`config.mk`:
```
export PLATFORM = sky130hd
export DESIGN_NAME = assembler_literal_parser_top
export DESIGN_NICKNAME = d
export VERILOG_FILES = /design/src/sv/alp_pkg.sv /design/src/sv/assembler_literal_parser_top.sv
export SDC_FILE = /design/constraint.sdc
export NUM_CORES = 1
export LEC_CHECK = 0
export BUFFER_PORTS_ARGS = -buffer_cell sky130_fd_sc_hd__clkbuf_2
export CAP_MARGIN = 30
export CORE_UTILIZATION = 63
export DETAILED_ROUTE_END_ITERATION = 10
export PLACE_DENSITY = 0.93
export SETUP_SLACK_MARGIN = 0.3
export SLEW_MARGIN = 20
export SYNTH_ARGS = -nofsm -noshare
export SYNTH_HDL_FRONTEND = slang
export SYNTH_SLANG_ARGS = --single-unit
```
`constraint.sdc`:
```
create_clock -name aclk -period 11.6 [get_ports aclk]
set_input_delay 2.32 -clock aclk [delete_from_list [all_inputs] [get_ports aclk]]
set_output_delay 2.32 -clock aclk [all_outputs]
set_load 0.01 [all_outputs]
```
`src/sv/alp_pkg.sv`:
```
// Package for the assembler literal parser: status and radix codes, character
// constants, and the digit and escape decoders.
// No dependencies; imported by assembler_literal_parser_top and the bench files.
package alp_pkg;

    // Width of the reported value field and of the status field.
    localparam int VALUE_BITS  = 16;
    localparam int STATUS_BITS = 3;
    localparam int CHAR_BITS   = 8;

    // Result status codes.
    typedef enum logic [STATUS_BITS-1:0] {
        ST_OK      = 3'd0,
        ST_EMPTY   = 3'd1,
        ST_NODIG   = 3'd2,
        ST_BADDIG  = 3'd3,
        ST_OVF     = 3'd4,
        ST_BADESC  = 3'd5,
        ST_BADCHAR = 3'd6,
        ST_LABEL   = 3'd7
    } status_t;

    // Number bases.
    typedef enum logic [1:0] {
        RX_DEC = 2'd0,
        RX_BIN = 2'd1,
        RX_OCT = 2'd2,
        RX_HEX = 2'd3
    } radix_t;

    // Characters that steer the parser.
    localparam logic [CHAR_BITS-1:0] CH_COLON  = 8'h3A; // ':'
    localparam logic [CHAR_BITS-1:0] CH_QUOTE  = 8'h27; // single quote
    localparam logic [CHAR_BITS-1:0] CH_DQUOTE = 8'h22; // double quote
    localparam logic [CHAR_BITS-1:0] CH_QMARK  = 8'h3F; // '?'
    localparam logic [CHAR_BITS-1:0] CH_BSLASH = 8'h5C; // backslash
    localparam logic [CHAR_BITS-1:0] CH_ZERO   = 8'h30; // '0'
    localparam logic [CHAR_BITS-1:0] CH_NINE   = 8'h39; // '9'
    localparam logic [CHAR_BITS-1:0] CH_MINUS  = 8'h2D; // '-'
    localparam logic [CHAR_BITS-1:0] CH_LC_A   = 8'h61; // 'a'
    localparam logic [CHAR_BITS-1:0] CH_LC_B   = 8'h62; // 'b'
    localparam logic [CHAR_BITS-1:0] CH_LC_F   = 8'h66; // 'f'
    localparam logic [CHAR_BITS-1:0] CH_LC_N   = 8'h6E; // 'n'
    localparam logic [CHAR_BITS-1:0] CH_LC_O   = 8'h6F; // 'o'
    localparam logic [CHAR_BITS-1:0] CH_LC_R   = 8'h72; // 'r'
    localparam logic [CHAR_BITS-1:0] CH_LC_T   = 8'h74; // 't'
    localparam logic [CHAR_BITS-1:0] CH_LC_V   = 8'h76; // 'v'
    localparam logic [CHAR_BITS-1:0] CH_LC_X   = 8'h78; // 'x'
    localparam logic [CHAR_BITS-1:0] CH_LC_Z   = 8'h7A; // 'z'
    localparam logic [CHAR_BITS-1:0] CH_UC_A   = 8'h41; // 'A'
    localparam logic [CHAR_BITS-1:0] CH_UC_Z   = 8'h5A; // 'Z'

    // Digit value returned for a character that is no digit at all.
    localparam logic [5:0] DIGIT_NONE = 6'd36;

    // Result of decoding an escape letter.
    typedef struct packed {
        logic                 ok;
        logic [CHAR_BITS-1:0] code;
    } esc_t;

    // Digit value of a character: 0-9, then letters of either case as 10-35.
    function automatic logic [5:0] digit_of(input logic [CHAR_BITS-1:0] c);
        logic [5:0] d;
        d = DIGIT_NONE;
        if (c >= CH_ZERO && c <= CH_NINE) begin
            d = 6'(c - CH_ZERO);
        end else if (c >= CH_LC_A && c <= CH_LC_Z) begin
            d = 6'(c - CH_LC_A) + 6'd10;
        end else if (c >= CH_UC_A && c <= CH_UC_Z) begin
            d = 6'(c - CH_UC_A) + 6'd10;
        end
        return d;
    endfunction

    // Base of a radix code.
    function automatic logic [4:0] base_of(input radix_t r);
        logic [4:0] b;
        case (r)
            RX_BIN:  b = 5'd2;
            RX_OCT:  b = 5'd8;
            RX_HEX:  b = 5'd16;
            default: b = 5'd10;
        endcase
        return b;
    endfunction

    // C escape letters; ok is low for a letter that is not known.
    function automatic esc_t escape_of(input logic [CHAR_BITS-1:0] c);
        esc_t e;
        e.ok = 1'b1;
        case (c)
            CH_QUOTE:  e.code = 8'd39;
            CH_DQUOTE: e.code = 8'd34;
            CH_QMARK:  e.code = 8'd63;
            CH_BSLASH: e.code = 8'd92;
            CH_LC_A:   e.code = 8'd7;
            CH_LC_B:   e.code = 8'd8;
            CH_LC_F:   e.code = 8'd12;
            CH_LC_N:   e.code = 8'd10;
            CH_LC_R:   e.code = 8'd13;
            CH_LC_T:   e.code = 8'd9;
            CH_LC_V:   e.code = 8'd11;
            default: begin
                e.ok   = 1'b0;
                e.code = '0;
            end
        endcase
        return e;
    endfunction

endpackage

```
`src/sv/assembler_literal_parser_top.sv`:
```
// Top level of the assembler literal parser: parse state, digit accumulator
// and a registered result word toward the output stream.
// Depends on alp_pkg.

// The parser takes one character word per clock unless stalled and keeps up
// with a new word in every cycle, including the cycle right after a token
// ends. The result word for a token appears on the output in the cycle after
// its final character (or its empty-token word) is accepted, and it is held
// in a single output register until taken; the input is stalled only while
// that register is full and the output is not ready. Each accepted character
// advances the token state by one step: a multiply of the accumulator by the
// small base, an add of the digit and a check of the bits above the word for
// overflow. WORD_BITS sets the width of the accumulator; the reported value
// is its low 16 bits, zero-extended when the word is narrower.
module assembler_literal_parser_top
    import alp_pkg::*;
#(
    parameter int WORD_BITS = 16
) (
    input  logic        aclk,
    input  logic        aresetn,
    input  logic        s_axis_tvalid,
    output logic        s_axis_tready,
    input  logic [7:0]  s_axis_tdata,  // [7:0] ch
    input  logic        s_axis_tlast,  // last character of the token
    input  logic        s_axis_tuser,  // [0] empty_token
    output logic        m_axis_tvalid,
    input  logic        m_axis_tready,
    output logic [23:0] m_axis_tdata   // [15:0] value, [18:16] status, [23:19] zero
);

    localparam int PROD_BITS = WORD_BITS + 5;

    typedef enum logic [3:0] {
        PH_START,
        PH_ZERO,
        PH_NODIG,
        PH_DIGITS,
        PH_QUOTE,
        PH_ESC,
        PH_CLOSE,
        PH_DONE,
        PH_ERR
    } phase_t;

    // Token state.
    phase_t                 phase_reg, phase_next;
    logic [WORD_BITS-1:0]   accum_reg, accum_next;
    radix_t                 radix_reg, radix_next;
    logic                   neg_reg, neg_next;
    logic [CHAR_BITS-1:0]   char_reg, char_next;
    status_t                err_reg, err_next;

    // Output register.
    logic                   out_valid_reg, out_valid_next;
    logic [VALUE_BITS-1:0]  out_value_reg, out_value_next;
    status_t                out_status_reg, out_status_next;

    // Digit step.
    logic                   accept;
    logic [CHAR_BITS-1:0]   ch;
    radix_t                 digit_radix;
    logic [4:0]             base;
    logic [5:0]             digit;
    logic [PROD_BITS-1:0]   prod;
    logic                   digit_bad;
    logic                   digit_ovf;
    esc_t                   esc;
    logic [WORD_BITS-1:0]   word;
    status_t                res_status;

    assign accept        = s_axis_tvalid && s_axis_tready;
    assign s_axis_tready = !out_valid_reg || m_axis_tready;
    assign ch            = s_axis_tdata;

    // A number that starts here or right after a lone zero is decimal.
    assign digit_radix = (phase_reg == PH_START || phase_reg == PH_ZERO) ? RX_DEC : radix_reg;
    assign base        = base_of(digit_radix);
    assign digit       = digit_of(ch);
    assign digit_bad   = ({1'b0, base} <= digit);
    assign prod        = PROD_BITS'(accum_reg) * PROD_BITS'(base) + PROD_BITS'(digit);
    assign digit_ovf   = |prod[PROD_BITS-1:WORD_BITS];
    assign esc         = escape_of(ch);

    // Next token state for one character.
    always_comb begin
        phase_next = phase_reg;
        accum_next = accum_reg;
        radix_next = radix_reg;
        neg_next   = neg_reg;
        char_next  = char_reg;
        err_next   = err_reg;
        case (phase_reg)
            PH_START, PH_ZERO, PH_NODIG, PH_DIGITS: begin
                if (phase_reg == PH_START && ch == CH_COLON) begin
                    err_next   = ST_LABEL;
                    phase_next = PH_ERR;
                end else if (phase_reg == PH_START && ch == CH_QUOTE) begin
                    phase_next = PH_QUOTE;
                end else if (phase_reg == PH_START && ch == CH_ZERO) begin
                    phase_next = PH_ZERO;
                end else if (phase_reg == PH_START && ch == CH_MINUS) begin
                    neg_next   = 1'b1;
                    radix_next = RX_DEC;
                    phase_next = PH_NODIG;
                end else if (phase_reg == PH_ZERO && ch == CH_LC_B) begin
                    radix_next = RX_BIN;
                    phase_next = PH_NODIG;
                end else if (phase_reg == PH_ZERO && ch == CH_LC_O) begin
                    radix_next = RX_OCT;
                    phase_next = PH_NODIG;
                end else if (phase_reg == PH_ZERO && ch == CH_LC_X) begin
                    radix_next = RX_HEX;
                    phase_next = PH_NODIG;
                end else begin
                    // Ordinary digit in the current base.
                    radix_next = digit_radix;
                    if (digit_bad) begin
                        err_next   = ST_BADDIG;
                        phase_next = PH_ERR;
                    end else if (digit_ovf) begin
                        err_next   = ST_OVF;
                        phase_next = PH_ERR;
                    end else begin
                        accum_next = prod[WORD_BITS-1:0];
                        phase_next = PH_DIGITS;
                    end
                end
            end
            PH_QUOTE: begin
                if (ch == CH_BSLASH) begin
                    phase_next = PH_ESC;
                end else begin
                    char_next  = ch;
                    phase_next = PH_CLOSE;
                end
            end
            PH_ESC: begin
                if (esc.ok) begin
                    char_next  = esc.code;
                    phase_next = PH_CLOSE;
                end else begin
                    err_next   = ST_BADESC;
                    phase_next = PH_ERR;
                end
            end
            PH_CLOSE: begin
                if (ch == CH_QUOTE) begin
                    phase_next = PH_DONE;
                end else begin
                    err_next   = ST_BADCHAR;
                    phase_next = PH_ERR;
                end
            end
            default: begin
                // A finished literal or a latched error ignores the rest.
            end
        endcase
    end

    // Result of the token as it stands after this character.
    always_comb begin
        word       = '0;
        res_status = ST_OK;
        case (phase_next)
            PH_ZERO:   word = '0;
            PH_DIGITS: word = neg_next ? (~accum_next + WORD_BITS'(1)) : accum_next;
            PH_DONE:   word = WORD_BITS'(char_next);
            PH_ERR:    res_status = err_next;
            PH_NODIG:  res_status = ST_NODIG;
            default:   res_status = ST_BADCHAR;
        endcase
        if (res_status != ST_OK) begin
            word = '0;
        end
    end

    // Output register next values.
    always_comb begin
        out_valid_next  = out_valid_reg && !m_axis_tready;
        out_value_next  = out_value_reg;
        out_status_next = out_status_reg;
        if (accept && s_axis_tuser) begin
            out_valid_next  = 1'b1;
            out_value_next  = '0;
            out_status_next = ST_EMPTY;
        end else if (accept && s_axis_tlast) begin
            out_valid_next  = 1'b1;
            out_value_next  = VALUE_BITS'(word);
            out_status_next = res_status;
        end
    end

    // State and output registers; a token end returns the state to its start.
    always_ff @(posedge aclk) begin
        if (!aresetn) begin
            phase_reg     <= PH_START;
            accum_reg     <= '0;
            radix_reg     <= RX_DEC;
            neg_reg       <= 1'b0;
            char_reg      <= '0;
            err_reg       <= ST_OK;
            out_valid_reg <= 1'b0;
        end else begin
            out_valid_reg <= out_valid_next;
            if (accept) begin
                if (s_axis_tuser || s_axis_tlast) begin
                    phase_reg <= PH_START;
                    accum_reg <= '0;
                    radix_reg <= RX_DEC;
                    neg_reg   <= 1'b0;
                    char_reg  <= '0;
                    err_reg   <= ST_OK;
                end else begin
                    phase_reg <= phase_next;
                    accum_reg <= accum_next;
                    radix_reg <= radix_next;
                    neg_reg   <= neg_next;
                    char_reg  <= char_next;
                    err_reg   <= err_next;
                end
            end
        end
        out_value_reg  <= out_value_next;
        out_status_reg <= out_status_next;
    end

    assign m_axis_tvalid = out_valid_reg;
    assign m_axis_tdata  = {5'b0, out_status_reg, out_value_reg};

`ifndef SYNTHESIS
    // An error result always carries a zero value.
    a_err_value_zero: assert property (@(posedge aclk) disable iff (!aresetn)
        (m_axis_tvalid && out_status_reg != ST_OK) |-> (out_value_reg == '0))
        else $error("error result with nonzero value");

    // A token end puts a result word on the output in the next cycle.
    a_end_gives_result: assert property (@(posedge aclk) disable iff (!aresetn)
        (accept && (s_axis_tlast || s_axis_tuser)) |=> m_axis_tvalid)
        else $error("token end without result");

    // A token end returns the parser to the start of a token.
    a_end_restarts: assert property (@(posedge aclk) disable iff (!aresetn)
        (accept && (s_axis_tlast || s_axis_tuser)) |=>
        (phase_reg == PH_START && accum_reg == '0 && !neg_reg))
        else $error("state not cleared after token end");

    // The input stalls only behind a waiting result.
    a_stall_cause: assert property (@(posedge aclk) disable iff (!aresetn)
        !s_axis_tready |-> (out_valid_reg && !m_axis_tready))
        else $error("input stalled without a waiting result");
`endif

endmodule

```
After elaboration in Yosys (flattened, before gate mapping)
Index checks and enable logic that the tools add are counted.
{"block": "word_totals", "reg_bits": 54, "input_bits": 14, "wordCells": 155}
{"block": "op_classes", "n_addsub": 7, "mul": 1, "magnitude_cmp": 7, "eq_ne": 33, "muxes": 70, "n_bitwise": 1, "reduce_logical": 27}
{"operator": "16-bit two-way mux", "count": 13}
{"operator": "8-bit by 7-bit == test with 1-bit output (second input constant)", "count": 10}
{"operator": "7-bit one-hot mux with 11 select lines", "count": 1}
{"operator": "8-bit by 6-bit == test with 1-bit output (second input constant)", "count": 6}
{"operator": "4-bit two-way mux", "count": 12}
{"operator": "3-bit two-way mux", "count": 12}
{"operator": "16-bit one-hot mux with 2 select lines", "count": 1}
{"operator": "8-bit two-way mux", "count": 3}
{"operator": "2-bit two-way mux", "count": 11}
{"operator": "21-bit by 6-bit adder with 21-bit output", "count": 1}
{"operator": "16-bit by 5-bit multiplier with 21-bit output", "count": 1}
{"operator": "6-bit two-way mux", "count": 3}
{"operator": "3-bit one-hot mux with 3 select lines", "count": 2}
{"operator": "16-bit by 1-bit adder with 16-bit output (second input constant)", "count": 1}
{"operator": "4-bit by 2-bit == test with 1-bit output (second input constant)", "count": 4}
{"operator": "4-bit by 3-bit == test with 1-bit output (second input constant)", "count": 4}
{"operator": "8-bit by 7-bit >= comparator with 1-bit output (second input constant)", "count": 2}
{"operator": "8-bit by 7-bit less-or-equal comparator with 1-bit output (second input constant)", "count": 2}
{"operator": "16-bit inverter", "count": 1}
{"operator": "4-bit one-hot mux with 4 select lines", "count": 1}
{"operator": "8-bit one-hot mux with 2 select lines", "count": 1}
{"operator": "5-bit one-hot mux with 3 select lines", "count": 1}
{"operator": "1-bit logical AND", "count": 14}
{"operator": "6-bit by 4-bit adder with 6-bit output (second input constant)", "count": 2}
{"operator": "other kinds (21)", "count": 37}

Logic depth before layout (Yosys ltp)
Gate-level depths: netlist of the first run.
{"block": "depth", "word_depth": 23, "depth_mapped": 33, "ltp_nobuf": 31}

Worst setup path after synthesis of the first run
OpenSTA, ideal clock, no wires.
{"block": "synth_path", "path_type": "input to register", "start": "in s_axis_tdata[4]", "end": "reg out_value_reg[12]", "setup_time_ns": 0.117, "arrival_time_ns": 8.913, "t_required_ns": 11.483, "setup_slack_ns": 2.570, "cell_stages": 30, "path_cell_list": "ha_1 and3b_1 or3_1 nand2_2 mux2_1 a221oi_2 ha_1 inv_1 fa_1 fa_1 inv_1 ha_1 and2_1 a221oi_1 a21oi_1 or2_1 o31ai_1 a2bb2oi_1 and3_1 buf_2 buf_2 mux2i_1 ha_1 nand2_1 nor3_1 and3b_1 nand4_1 o211ai_1 xnor2_1 a32o_1"}
{"block": "synth_between", "elab_chain_len": 22, "word_cells_on_any_way": 98, "cone_classes": "add/sub (7); order compare (7); eq/ne (21); mux (48); bitwise (1); reduce/logical (14)"}
{"element": "from (decl)", "line_no": "assembler_literal_parser_top.sv:24", "rtl": "input logic [7:0] s_axis_tdata,"}
{"element": "6-bit by 1-bit subtractor with 6-bit output, or another cell as far along", "line_no": "alp_pkg.sv:71", "rtl": "d = 6'(c - CH_UC_A) + 6'd10;"}
{"element": "6-bit by 4-bit adder with 6-bit output / 1-bit logical AND (equally long branches)", "line_no": "alp_pkg.sv:71, alp_pkg.sv:70"}
{"element": "6-bit two-way mux", "line_no": "alp_pkg.sv:70", "rtl": "end else if (c >= CH_UC_A && c <= CH_UC_Z) begin"}
{"element": "6-bit two-way mux", "line_no": "alp_pkg.sv:68", "rtl": "end else if (c >= CH_LC_A && c <= CH_LC_Z) begin"}
{"element": "6-bit two-way mux", "line_no": "alp_pkg.sv:66", "rtl": "if (c >= CH_ZERO && c <= CH_NINE) begin"}
{"element": "21-bit by 6-bit adder with 21-bit output", "line_no": "assembler_literal_parser_top.sv:81", "rtl": "assign prod = PROD_BITS'(accum_reg) * PROD_BITS'(base) + PROD_BITS'(digit);"}
{"element": "5-bit OR reduction", "line_no": "assembler_literal_parser_top.sv:82", "rtl": "assign digit_ovf = |prod[PROD_BITS-1:WORD_BITS];"}
{"element": "16-bit two-way mux / 4-bit two-way mux (equally long branches)", "line_no": "assembler_literal_parser_top.sv:121", "rtl": "end else if (digit_ovf) begin"}
{"element": "[... 6 more ...]"}
{"element": "16-bit two-way mux / 4-bit two-way mux (equally long branches)", "line_no": "assembler_literal_parser_top.sv:98", "rtl": "end else if (phase_reg == PH_START && ch == CH_QUOTE) begin"}
{"element": "16-bit two-way mux / 4-bit two-way mux (equally long branches)", "line_no": "assembler_literal_parser_top.sv:95", "rtl": "if (phase_reg == PH_START && ch == CH_COLON) begin"}
{"element": "16-bit two-way mux / 4-bit one-hot mux with 4 select lines (equally long branches)", "line_no": "assembler_literal_parser_top.sv:93", "rtl": "case (phase_reg)"}
{"element": "16-bit inverter, or another cell as far along", "line_no": "assembler_literal_parser_top.sv:167", "rtl": "PH_DIGITS: word = neg_next ? (~accum_next + WORD_BITS'(1)) : accum_next;"}
{"element": "16-bit by 1-bit adder with 16-bit output / 3-bit OR reduction (equally long branches)"}
{"element": "16-bit two-way mux / 3-bit one-hot mux with 3 select lines (equally long branches)", "line_no": "assembler_literal_parser_top.sv:167, assembler_literal_parser_top.sv:165"}
{"element": "16-bit one-hot mux with 2 select lines / 3-bit nonzero test (equally long branches)", "line_no": "assembler_literal_parser_top.sv:165, assembler_literal_parser_top.sv:173"}
{"element": "16-bit two-way mux (*)", "line_no": "assembler_literal_parser_top.sv:173", "rtl": "if (res_status != ST_OK) begin"}
{"element": "to (signal assigned)", "line_no": "assembler_literal_parser_top.sv:224", "rtl": "out_value_reg <= out_value_next;"}
{"element": "to (decl)", "line_no": "assembler_literal_parser_top.sv:56", "rtl": "logic [VALUE_BITS-1:0] out_value_reg, out_value_next;"}
Mark *: on every way between the ends. The rest lies on a longest branch, timed or not.
A chain may end at the register's enable or synchronous reset.

Worst setup path after layout of the first run
{"block": "layout_path", "start": "in s_axis_tdata[0]", "end": "reg out_value_reg[12]"}
The elaborated chain is that of the path after synthesis.

==> results.md, run 1 <==
* Die ar. at around 0.011 sq mm
* Final TNS setup at 0 ns
* Reg2Reg Depth at 27
* CP required at ~12 ns
* Final net count at 971
* Final hold viol count at 0
* Fin crit share at 0.866
* F_max at roughly 100 MHz
* Setup Skew at approximately 0.0065 ns
* Seq. cell area at around 0.0011 sq mm
* Hold Path Sink: out_value_reg[8]$_SDFFE_PP0P_
* Maximum Capacitance Violations at 0
* CP most frequent cell: ha_1
* CP Launch Type: input port
* Worst path max stage delay at 0.59 ns
* WL final at around 18000 microns
* Gpl congestion at 0.948
* Maximum VDD drop at roughly 0.000051 V
* Post-synth EDFFs at 0
* Area grow syn2layout at 4.39%
* Syn. warnings at 0
* Final setup fails at 0
* Vias in the first global route at slightly below 6000
* Filler cell count at 804
* Data arrival, critical path at 10.28 ns
* Setup bufs post-CTS at 0
* Starting Density at 0.656
* Diode count at 0
* Synth Register Bits at 54
* Hold-fix buffers, CTS at 0
* Largest net degree at the start of global routing at 37
* Worst-path clk slew at 0.10 ns
* First-pass GRT wire length at roughly 28000 microns
* Post-DR wirelength/cell at 17.6 microns
* DRC viols at 0
* GRT Util Overall at 0.333
* Port Buffers at 34
* DR iter-0 viols at 750
* Core ar. at approximately 0.01 sq mm
* Asr flop ratio synth at 0
* Initial antenna violation count at 0
* Clk root buf: clkbuf_8
* Synth top cells by count: nand2_1 (88), inv_1 (78), ha_1 (67), nor2_1 (63), and2_1 (55)
* Max_slew headroom at 0.380
* Mapped Cells at approximately 870
* Synth Cell Area at approximately 0.0065 sq mm
* RSZ-0062 raised after global routing: no
* Total congestion overflow at 0
* TritonCTS clock tree: yes
* PostCTS Resize Cnt at 0
* Vias at 6617
* Critical-path maximum fanout at 15
* Most used flip-flop cell after synthesis: dfxtp_1
* Most frequent cell after synthesis: nand2_1
* IO Pins at 40
* Pins over their slew limit at 0
* Cts bufs inserted at 5
* CP Class: input port to flop
* Dominant cell type by area after synthesis: dfxtp_1
* Layout cells sized above 1 at 0.0755
* Largest cells by area after synthesis: dfxtp_1 (17%), ha_1 (13%), and2_1 (5.3%)
* Worst hold path class: flop to flop
* Die width at between 100 and 150 microns
* RR Endpoint: out_value_reg[12]$_SDFFE_PP0P_
* P_leak at 3.02 nW
* Row count at 36
* Die H at ~100 microns
* Post-DP HPWL at 13500 microns
* Multi-input gate area at around 0.0049 sq mm
* Top cell type's share of synthesized area at 0.167
* Synthesized area per cell at between 7 and 8 sq um
* Worst slew pin tran at 0.929 ns
* Power per cell area at 58.3 mW/mm^2
* Antenna viol nets, final at 0
* Outcome: finished, final reports clean
* RR Startpoint: phase_reg[3]$_SDFFE_PN0P_
* Via/cell ratio at around 6.6
* CTS HTree Levels at 2
* Yosys cell types at 87
* CP max stage cell: and3_1
* Seq/Total Area, Yosys at 0.167
* R2R Setup Slk at 3.76 ns
* Clk sink count at 54
* Insertion delay of the later-clocked pin in the worst-skew pair at 0.32 ns
* Hold Startpoint: out_value_reg[8]$_SDFFE_PP0P_
* Tmin final at 10.05 ns
* WHS Path Cells at 2
* Clock Path Buffers at 2
* Worst Setup End Kind: flop
* Final hold slack at 0.451 ns
* Total iterations of the first detailed-routing run at 6
## area by class of cell
type | count | share of cell area
sequential | 54 | 0.160
multi-input combinational | 695 | 0.726
timing repair buffer | 39 | 0.0307
tap | 133 | 0.0246
clock buffer | 6 | 0.0122
clock inverter | 2 | 0.00259
inverter | 78 | 0.0433
## metrics by stage
step	worst slack (ns)	power, mW	cells	util	cell area, sq um
after global routing	1.12	0.406	1007	0.685	6760
after CTS	1.71	0.389	1007	0.685	6760
after detailed placement	1.39	0.276	999	0.675	6660
final	1.55	0.394	1007	0.685	6760
after floorplan	2.57	0.254	873	-	6490
after global placement	1.64	0.274	999	0.675	6660
## power breakdown
| part | leakage [nW] | internal [mW] | switching, mW |
|---|---|---|---|
| Combinational | 2.53 | 0.0281 | 0.0547 |
| Clock | 0.0514 | 0.0494 | 0.0694 |
| Sequential | 0.437 | 0.189 | 0.00302 |
| Total | 3.02 | 0.267 | 0.127 |
## per-layer routing
metal  track usage  up-vias  share of wire  wire length (microns)
li1              -     3101              -                      -
met1         0.451     3020           0.41                   7310
met2         0.517      434           0.44                   7780
met3        0.0746       62           0.12                   2090
met4         0.124        0          0.028                    503
met5             0        -              0                      0
## worst max path at each step
stage	from	to
after global routing	s_axis_tdata[0]	out_value_reg[12]$_SDFFE_PP0P_
after floorplan	s_axis_tdata[4]	out_value_reg[12]$_SDFFE_PP0P_
after detailed placement	s_axis_tdata[0]	out_value_reg[12]$_SDFFE_PP0P_
final	s_axis_tdata[0]	out_value_reg[12]$_SDFFE_PP0P_
after CTS	s_axis_tdata[0]	out_value_reg[12]$_SDFFE_PP0P_
after global placement	s_axis_tdata[0]	out_value_reg[12]$_SDFFE_PP0P_
## placed cells by master (no fill, tap or decap), types with 17 or more instances in the layout
cell type,Yosys,routed
a21oi_1,45,45
nor2b_1,29,29
dfxtp_1,54,54
o21ai_0,41,41
inv_1,78,78
and2_1,55,55
ha_1,67,67
nand3_1,20,20
clkbuf_2,0,34
fa_1,17,17
nor2_1,63,63
nand2_1,88,88
## cells by family after synthesis
family | synth area share
compound gates | 0.250
xor+xnor | 0.0284
fa+ha+maj | 0.182
buf+inv | 0.0770
flops | 0.167
mux | 0.0164
other cells | 0.000579
simple gates | 0.278
## critical path: cells and delay by family
family	cells	cell delay, ns
fa+ha+maj	6	2.09
mux	2	0.68
compound gates	7	1.96
buf+inv	5	0.64
xor+xnor	1	0.09
simple gates	10	2.49
No activity file was read; power rests on OpenSTA's default activity.
==> inputs of run 2 (changes only) <==
PLACE_DENSITY = 0.89   (was 0.93)
==> run 2 against run 1 <==
Core utilization grew 0.18 points. Clock power rose by 12%. Fmax fell by 0.76%. Worst hold slack worse by 0.00095 ns. Die area unchanged. Sequential share of layout area about the same. Routed wire length rose by 1.4%. Largest power group unchanged. Total power is 3.6% higher. Flip-flop and latch count unchanged. Sequential power barely moved. First-iteration DRC count increased by 1.6%. Design area rose by 0.26%.
==> results.md, run 2 (synthesis gave the netlist of run 1 again) <==
* Pins over their slew limit at 0 (unchanged)
* Filler cell count at 848 (+5.5%)
* DR iter-0 viols at 762 (+1.6%)
* Hold-fix buffers, CTS at 0 (unchanged)
* CP most frequent cell: ha_1
* First-pass GRT wire length at 28600 microns (+2.4%)
* Hold Path Sink: out_value_reg[9]$_SDFFE_PP0P_
* Multi-input gate area at 0.00491 sq mm (unchanged)
* Die width at 103 microns (unchanged)
* Row count at 36 (unchanged)
* RSZ-0062 raised after global routing: no
* Clock Path Buffers at 2 (unchanged)
* Post-route cell area at 0.00677 sq mm (+0.26%)
* Outcome: finished, final reports clean
* Largest net degree at the start of global routing at 37 (unchanged)
* Vias in the first global route at 5776 (-0.84%)
* Gpl congestion at 0.964 (+1.6%)
* Worst slew pin tran at 0.928 ns (-0.000842 ns)
* Final net count at 972 (+0.10%)
* Data arrival, critical path at 10.34 ns (+0.06 ns)
* Area grow syn2layout at 4.66%
* CTS HTree Levels at 2 (unchanged)
* Starting Density at 0.656 (unchanged)
* Max_slew headroom at 0.380 (-0.000938)
* Final Non-Filler Cells at 1008 (+0.099%)
* DRC viols at 0 (unchanged)
* Post-DP HPWL at 13400 microns (-0.58%)
* Global routing met2 resource utilization at 0.523 (+0.00662)
* GR Layer Usage met3 at 0.0511 (-0.0235)
* Insertion delay of the later-clocked pin in the worst-skew pair at 0.32 ns (about the same)
* Commonest non-fill, non-tap cell in the layout: nand2_1
* Power per cell area at 60.3 mW/mm^2 (+3.3%)
* WL final at 17900 microns (+1.4%)
* Via/cell ratio at 6.57 (about the same)
* Final setup fails at 0 (unchanged)
* Post-DR wirelength/cell at 17.8 microns (+1.3%)
* Vias at 6626 (+0.14%)
* Critical-path maximum fanout at 15 (unchanged)
* Final hold viol count at 0 (unchanged)
* Hold Startpoint: out_value_reg[9]$_SDFFE_PP0P_
* Setup Skew at 0.0115 ns (+0.00503 ns)
* Worst-path clk slew at 0.10 ns (about the same)
* CP Launch Type: input port
* R2R Setup Slk at 3.70 ns (-0.06 ns)
* Tmin final at 10.13 ns (+0.0772 ns)
* Reg2Reg Depth at 27 (unchanged)
* PostCTS Resize Cnt at 0 (unchanged)
* Global route hottest layer: met2
* Diode count at 0 (unchanged)
* Port Buffers at 34 (unchanged)
* TritonCTS clock tree: yes
* GRT Util Overall at 0.341 (+0.00857)
* IO Pins at 40 (unchanged)
* Die H at 103 microns (unchanged)
* Clk sink count at 54 (unchanged)
* Initial antenna violation count at 0 (unchanged)
* Pre-CTS setup slack at 1.30 ns (-0.0881 ns)
* Die ar. at 0.0107 sq mm (unchanged)
* Fin crit share at 0.873 (+0.00665)
* Layout cells sized above 1 at 0.0754 (-0.0000863)
* Maximum VDD drop at 0.0000535 V (+4.8%)
* Commonest cells after routing, fill and taps aside: nand2_1 (88), inv_1 (78), ha_1 (67)
* CP max stage cell: and3_1
* Antenna viol nets, final at 0 (unchanged)
* Worst Setup End Kind: flop
* Total iterations of the first detailed-routing run at 6 (unchanged)
* P_leak at 3.03 nW (+0.14%)
* Power, Total at 0.408 mW (+3.6%)
* RR Startpoint: phase_reg[3]$_SDFFE_PN0P_
* Worst path max stage delay at 0.62 ns (+0.03 ns)
* # placed instances at 1000 (+0.10%)
* RR Endpoint: out_value_reg[12]$_SDFFE_PP0P_
* Seq. cell area at 0.00108 sq mm (unchanged)
* Worst setup margin at 1.47 ns (-0.0772 ns)
* CP Class: input port to flop
* Maximum Capacitance Violations at 0 (unchanged)
* Placed cell area at 0.00666 sq mm (+0.11%)
* Clk root buf: clkbuf_8
* Final TNS setup at 0 ns (unchanged)
* CP required at 11.82 ns (about the same)
* F_max at 98.7 MHz (-0.76%)
* Worst hold path class: flop to flop
* Setup bufs post-CTS at 0 (unchanged)
* WHS Path Cells at 2 (unchanged)
* Cts bufs inserted at 5 (unchanged)
* Total congestion overflow at 0 (unchanged)
* Core ar. at 0.00986 sq mm (unchanged)
* Met1 usage at 0.491 (+0.0403)
-- run 2: cell types whose count changed in the layout (fill, tap and decap cells not counted), sizes merged --
cell,before,now
clkinv,2,0
bufinv,0,1
buf,5,6
clkinvlp,0,1
-- run 2: how the worst max path moves through the flow --
stage                               start                              to  slack, ns  cells past startpoint
after global routing      s_axis_tdata[0]  out_value_reg[12]$_SDFFE_PP0P_       1.02                     31
after floorplan           s_axis_tdata[4]  out_value_reg[12]$_SDFFE_PP0P_       2.57                     30
final                     s_axis_tdata[0]  out_value_reg[12]$_SDFFE_PP0P_       1.47                     31
after CTS                 s_axis_tdata[0]  out_value_reg[12]$_SDFFE_PP0P_       1.61                     31
after detailed placement  s_axis_tdata[0]  out_value_reg[12]$_SDFFE_PP0P_       1.30                     31
after global placement    s_axis_tdata[0]  out_value_reg[12]$_SDFFE_PP0P_       1.62                     31
-- run 2: per-stage QoR --
| stage | hold WS [ns] | util |
|---|---|---|
| 3_5_place_dp | 0.441 | 0.675 |
| 3_3_place_gp | 0.426 | 0.675 |
| 6_report | 0.450 | 0.687 |
| 4_1_cts | 0.454 | 0.687 |
| 5_1_grt | 0.479 | 0.687 |
| 2_1_floorplan | 0.453 | - |
-- run 2: layout make-up --
class | instances | area share
clock buffer | 6 | 0.0107
tap | 133 | 0.0246
sequential | 54 | 0.160
timing repair buffer | 40 | 0.0318
clock inverter | 2 | 0.00554
inverter | 78 | 0.0432
multi-input combinational | 695 | 0.725
-- run 2: power breakdown --
part / internal, mW / switching (mW)
clock: 0.0646 / 0.0683
sequential: 0.189 / 0.00293
combinational: 0.0282 / 0.0549
-- run 2: layer usage --
metal | vias up | share of wire | wire (microns)
li1 | 3085 | - | -
met1 | 3066 | 0.44 | 7850
met2 | 436 | 0.43 | 7760
met3 | 39 | 0.11 | 1980
met4 | 0 | 0.020 | 351
met5 | - | 0 | 0
-- run 2: worst max-delay path, delay by kind of cell --
kind	cells	cell delay [ns]
buffers and inverters	5	0.64
AOI/OAI and AO/OA	7	1.97
adders and majority gates	6	2.09
muxes	2	0.66
and+or+nand+nor	10	2.53
xor gates and xnor gates	1	0.09
